File: config.mk
export PLATFORM = sky130hd
export DESIGN_NAME = ascu_back
export DESIGN_NICKNAME = d
export VERILOG_FILES = /design/src/rtl/core/ascu_pkg.sv /design/src/rtl/core/ascu_back.sv
export SDC_FILE = /design/constraint.sdc
export NUM_CORES = 2
export LEC_CHECK = 0
export BUFFER_PORTS_ARGS = -buffer_cell sky130_fd_sc_hd__buf_2
export CAP_MARGIN = 20
export CORE_MARGIN = 5
export CORE_UTILIZATION = 37
export DETAILED_ROUTE_END_ITERATION = 8
export GPL_TIMING_DRIVEN = 0
export PLACE_DENSITY = 0.52
export SKIP_CTS_REPAIR_TIMING = 1
export SLEW_MARGIN = 15
export SYNTH_ARGS = -nofsm -noshare
export SYNTH_HDL_FRONTEND = slang
export SYNTH_SLANG_ARGS = --single-unit
File: constraint.sdc
create_clock -name clk -period 9.53 [get_ports clk]
set_input_delay 0.953 -clock clk [delete_from_list [all_inputs] [get_ports clk]]
set_output_delay 0.953 -clock clk [all_outputs]
set_load 0.05 [all_outputs]
File: src/rtl/core/ascu_pkg.sv
// ----------------------------------------------------------------------------
// ascu_pkg
// Shared types, constants and helpers for the ambient sensor compensation unit.
// ----------------------------------------------------------------------------
package ascu_pkg;

  localparam logic [31:0] PressOffset  = 32'd64000;
  localparam logic [31:0] PressBase    = 32'd1048576;
  localparam logic [31:0] PressScale   = 32'd3125;
  localparam logic [31:0] HumOffset    = 32'd76800;
  localparam logic [31:0] HumMax       = 32'd419430400;
  localparam logic [31:0] HumRound     = 32'd16384;
  localparam logic [31:0] HumBias      = 32'd2097152;
  localparam logic [31:0] HalfScale    = 32'd32768;
  localparam logic [31:0] HumRound2    = 32'd8192;

  localparam int          DivStages    = 32;

  // register indexes on the configuration port
  localparam logic [2:0] RegTempCalib  = 3'd0;
  localparam logic [2:0] RegPressLow   = 3'd1;
  localparam logic [2:0] RegPressHigh  = 3'd2;
  localparam logic [2:0] RegPressNinth = 3'd3;
  localparam logic [2:0] RegHumA       = 3'd4;
  localparam logic [2:0] RegHumB       = 3'd5;

  // calibration words, extended to 32 bits
  typedef struct packed {
    logic [31:0] t1, t2, t3;
    logic [31:0] p1, p2, p3, p4, p5, p6, p7, p8, p9;
    logic [31:0] h1, h2, h3, h4, h5, h6;
  } calib_t;

  // data that rides alongside the divider
  typedef struct packed {
    logic [31:0] temp;
    logic [16:0] hum;
    logic        postmul;
    logic        pvalid;
  } div_side_t;

  function automatic logic [31:0] sra(input logic [31:0] x, input logic [4:0] n);
    logic signed [31:0] s;
    s = $signed(x);
    return s >>> n;
  endfunction

  function automatic logic [31:0] sx16(input logic [15:0] v);
    return {{16{v[15]}}, v};
  endfunction

  function automatic logic [31:0] sx8(input logic [7:0] v);
    return {{24{v[7]}}, v};
  endfunction

  function automatic calib_t unpack_calib(input logic [47:0] tc, input logic [63:0] pl,
                                          input logic [63:0] ph, input logic [15:0] p9,
                                          input logic [39:0] ha, input logic [31:0] hb);
    calib_t c;
    c.t1 = {16'd0, tc[15:0]};
    c.t2 = sx16(tc[31:16]);
    c.t3 = sx16(tc[47:32]);
    c.p1 = {16'd0, pl[15:0]};
    c.p2 = sx16(pl[31:16]);
    c.p3 = sx16(pl[47:32]);
    c.p4 = sx16(pl[63:48]);
    c.p5 = sx16(ph[15:0]);
    c.p6 = sx16(ph[31:16]);
    c.p7 = sx16(ph[47:32]);
    c.p8 = sx16(ph[63:48]);
    c.p9 = sx16(p9);
    c.h1 = {24'd0, ha[7:0]};
    c.h2 = sx16(ha[23:8]);
    c.h3 = {24'd0, ha[31:24]};
    c.h6 = sx8(ha[39:32]);
    c.h4 = sx16(hb[15:0]);
    c.h5 = sx16(hb[31:16]);
    return c;
  endfunction

endpackage

File: src/rtl/core/ascu_back.sv
// ----------------------------------------------------------------------------
// ascu_back
// Three-stage back end: pressure correction after the divide, then the result register.
// ----------------------------------------------------------------------------
module ascu_back (
  input  logic                clk,
  input  logic                rst,
  input  logic                in_valid,
  input  logic [31:0]         quotient,
  input  ascu_pkg::div_side_t in_side,
  input  ascu_pkg::calib_t    calib,
  output logic                done,
  output logic [31:0]         temperature_centi,
  output logic [31:0]         pressure_pa,
  output logic                pressure_valid,
  output logic [16:0]         humidity_q10
);
  import ascu_pkg::*;

  logic [1:0]  v;
  logic [31:0] press0;
  logic [31:0] b1_press, b1_pxx, b1_pb;
  div_side_t   b1_side;
  logic [31:0] b2_press, b2_m, b2_b;
  div_side_t   b2_side;

  assign press0 = in_side.postmul ? (quotient << 1) : quotient;

  always_ff @(posedge clk) begin
    if (rst) begin
      v    <= '0;
      done <= 1'b0;
    end else begin
      v    <= {v[0], in_valid};
      done <= v[1];
    end
  end

  always_ff @(posedge clk) begin
    b1_press <= press0;
    b1_pxx   <= (press0 >> 3) * (press0 >> 3);
    b1_pb    <= (press0 >> 2) * calib.p8;
    b1_side  <= in_side;

    b2_press <= b1_press;
    b2_m     <= calib.p9 * (b1_pxx >> 13);
    b2_b     <= sra(b1_pb, 5'd13);
    b2_side  <= b1_side;

    temperature_centi <= b2_side.temp;
    humidity_q10      <= b2_side.hum;
    pressure_valid    <= b2_side.pvalid;
    if (b2_side.pvalid) begin
      pressure_pa <= b2_press + sra(sra(b2_m, 5'd12) + b2_b + calib.p7, 5'd4);
    end else begin
      pressure_pa <= '0;
    end
  end

endmodule

==> reports/qor.csv <==
stage,metric,value,unit
final_layout,P&R area growth vs syn,10.19,%
timing,Final min period,9.349,ns
synth,XOR/XNOR Fraction of Synth Area,3.745,%
route,Pre-antenna DRT Iters,6,
setup_path,Critical Path Max Stage Delay,0.68,ns
floorplan,Die Area,144000,sq um
route,vias post-DR,36333,
synth,Commonest cells post-synth,"inv_1 (1286), fa_1 (1118), nand2_1 (676)",
timing,Final setup viols,0,
final_layout,FF/Latch Area,6526,sq um
synth,main combinational cell family by area after synthesis,adder cells,
hold_path,worst hold path type,reg -> reg,
clock_tree,clk sink count,326,
synth,top post-synthesis cells by area,"fa_1 (44%), dfxtp_1 (13%), ha_1 (9.6%)",
setup_path,depth of the worst register-to-register path,24,
synth,Synth Area in Adders,53.87,%
floorplan,starting density of the core,37.24,%
job,max-cap violations,0,
global_route,largest net degree at the start of global routing,16,
setup_path,startpoint types,input pin,
setup_path,Critical R2R Launch,b1_pxx[14]$_DFF_P_,
synth,Yosys cell types,67,
setup_path,Buf/Inv on CP,8,
route,remaining antenna violation count,0,
setup_path,CP most frequent cell,fa_1,
synth,Synth Instances,5344,
clock_tree,CTS tree,yes,
setup_path,required time worst endpoint,9.94,ns
global_route,first-pass GRT wire length,243100,um
floorplan,die height,379.5,um
clock_tree,clock root cell,clkbuf_16,
timing,Max Transition Viols Final,0,
floorplan,Core Footprint,135600,sq um
final_layout,fin nets,7815,
synth,Yosys top cell by area,fa_1,
synth,Synth Register Bits,326,
timing,Fmax achieved,107.0,MHz
timing,"Period Utilization, post-route",98.10,%
route,final WL,161300,um
placed_design,routability cong.,0.9360,
synth,Syn Area/Cell,9.452,sq um
placed_design,DP HPWL,134200,um
synth,"FFs w/ async S/R, synth",0,%
final_layout,area occupied by multi-input gates,38530,sq um
setup_path,critical path's slowest cell,mux2i_4,
synth,Mapped Area,50510,sq um
final_layout,share of layout cells above drive strength 1,7.158,%
setup_path,CP Launch Point,in_side[1],
final_layout,Finished Layout Cells,7463,
route,DRC,0,
setup_path,Worst Path Max Fanout,10,
synth,most frequent cell after synthesis,inv_1,
synth,top cell type's share of synthesized area,44.31,%
setup_path,Crit path max-delay family,adder cells,
route,routed length per instance,21.62,um
final_layout,Final Util,41.04,%
global_route,vias in the first global route,39259,
clock_tree,htree depth,2,
global_route,grt ovf,0,
final_layout,Layout fillers,13674,
clock_tree,CTS clock-pin slew for the worst setup and hold paths,0.06,ns
synth,Synth Area in Simple Gates,13.88,%
setup_path,WS Path Type,in -> reg,
setup_path,crit path DAT,9.76,ns
timing,RSZ-0062 raised after global routing,true,
synth,syn nets,7510,
route,1st-iter DRT viols,2661,
synth,Main synth FF type,dfxtp_1,
clock_tree,Longest Clk Path Bufs,3,
synth,Compound-Gate Fraction of Synth Area,3.743,%
placed_design,Post-Place Cells,7377,
outcome,status,"finished, final reports clean",
timing,measured slew at the worst slew-check pin,1.270,ns
synth,multiplexer share of the synthesized area,0.7059,%
placed_design,port buffer count,247,
setup_path,Reg-to-Reg End,b2_m[31]$_DFF_P_,
route,Vias per Instance,4.868,
setup_path,Crit. End Element,register,
timing,final clock skew,0.01590,ns
hold_path,hold depth,0,
global_route,initial antenna violation count,25,
timing,Slew HR,12.93,%
floorplan,io pins,745,
clock_tree,Num CTS Buffers,35,
floorplan,number of core rows,135,
global_route,total track usage,22.72,%
timing,"Hold Vio Cnt, Final",0,
setup_path,Worst Setup EP,b1_pb[31]$_DFF_P_,
synth,register area share after synthesis,12.92,%
floorplan,die width,379.5,um
setup_path,r2r setup slk,1.76,ns
synth,Yosys Warn Count,0,
clock_tree,Clock Latency Late Sink,0.55,ns
synth,"EDFF count, synth",0,
setup_path,Stages on worst setup path,28,
sequential cells by signal (all words and copies together) (netlist names):
signal	count
b1_pb	19
b1_press	31
b1_pxx	20
b1_side	50
b2_b	19
b2_m	20
b2_press	32
b2_side	50
done	1
humidity_q10	17
pressure_pa	32
pressure_valid	1
temperature_centi	32
v	2
cell usage in the layout (no fill, tap or decap), types with 5 or more instances in the layout:
cell        count
and2_1        451
clkbuf_4        7
buf_2         254
ha_1          386
clkbuf_8        8
inv_1        1283
mux2i_2         5
o21ai_0        47
xnor2_1       158
a211oi_1        6
nand2_1       676
nor2_1        217
or3_1          11
nor3_1         35
nor4_1          7
nand4_1         8
fa_1         1118
a21o_1         45
o21a_1         38
a31o_2          5
clkbuf_16      35
nand3_1        19
and3_1         11
mux2i_4        12
xor2_1         56
nand2b_1       12
a21oi_1        83
buf_4          14
dfxtp_1       326
a21boi_0        7
buf_8           5
clkbuf_1      162
diode_2        10
nor2b_1        23
buf_1           8
clkinvlp_4      8
mux2i_1        14
clkbuf_2       19
a211o_1         5
per-stage QoR:
step	worst slack [ns]	instance area (sq um)	hold slack (ns)	setup TNS [ns]
6_report	0.1808	55660	0.3222	0
5_1_grt	-0.01969	55640	0.3240	-0.03007
4_1_cts	-0.8212	55280	0.3226	-6.463
3_5_place_dp	-1.393	54090	0.3121	-21.70
3_3_place_gp	-1.633	53980	0.3099	-29.93
2_1_floorplan	0.6705	50510	0.3096	0
worst register-to-register path, cell delays in order (launching register included):
cell	delay, ns
dfxtp_1	0.51
clkbuf_1	0.56
buf_1	0.69
nand2_1	0.20
fa_1	0.58
inv_1	0.05
fa_1	0.52
fa_1	0.46
fa_1	0.54
inv_1	0.06
fa_1	0.53
inv_1	0.05
fa_1	0.43
ha_1	0.34
a21oi_1	0.18
nor2b_1	0.06
o21ai_0	0.17
nand2b_1	0.16
a221o_1	0.32
a21o_1	0.18
and2_1	0.20
a31o_2	0.27
a31o_2	0.25
a21oi_1	0.18
xnor2_1	0.18
how the worst min path moves through the flow:
stage                           startpoint                   to  slack (ns)
floorplan                b1_pb[13]$_DFF_P_      b2_b[0]$_DFF_P_        0.31
global placement       b1_side[27]$_DFF_P_  b2_side[27]$_DFF_P_        0.31
detailed placement  b1_press[0]$_SDFF_PP0_  b2_press[0]$_DFF_P_        0.31
CTS                    b1_press[8]$_DFF_P_  b2_press[8]$_DFF_P_        0.32
global route           b1_press[8]$_DFF_P_  b2_press[8]$_DFF_P_        0.32
finish                 b1_press[8]$_DFF_P_  b2_press[8]$_DFF_P_        0.32
area by class of cell:
type / count / share of cell area (%)
Sequential cell: 326 / 11.73
Inverter: 1291 / 8.740
Clock buffer: 43 / 1.771
Tap cell: 1781 / 4.004
Multi-Input combinational cell: 3522 / 69.23
Timing Repair Buffer: 270 / 2.605
Clock inverter: 17 / 0.3822
Antenna cell: 10 / 0.04496
Buffer: 203 / 1.495
cell families (layout without fill, tap and decap cells):
group                    after synthesis  count (layout)
AO/OA/AOI/OAI                        283             283
XOR/XNOR                             216             216
adder cells (fa/ha/maj)             1504            1504
buffers and inverters               1496            1824
flip-flops                           326             326
multiplexers                          34              34
other                                  0              10
AND/OR/NAND/NOR                     1485            1485
metal layers:
metal / vias to the layer above / GRT usage, % / part of all wire, %
met4: 6 / 6.631 / 3.1
met2: 1446 / 36.19 / 45
met5: - / 0.5489 / 0.060
met3: 235 / 4.391 / 8.6
met1: 18470 / 31.58 / 43
li1: 16176 / - / -
Power is left out: the tool's default activity adds up to more than one toggle a clock period on the data nets, which glitch-free logic cannot reach.
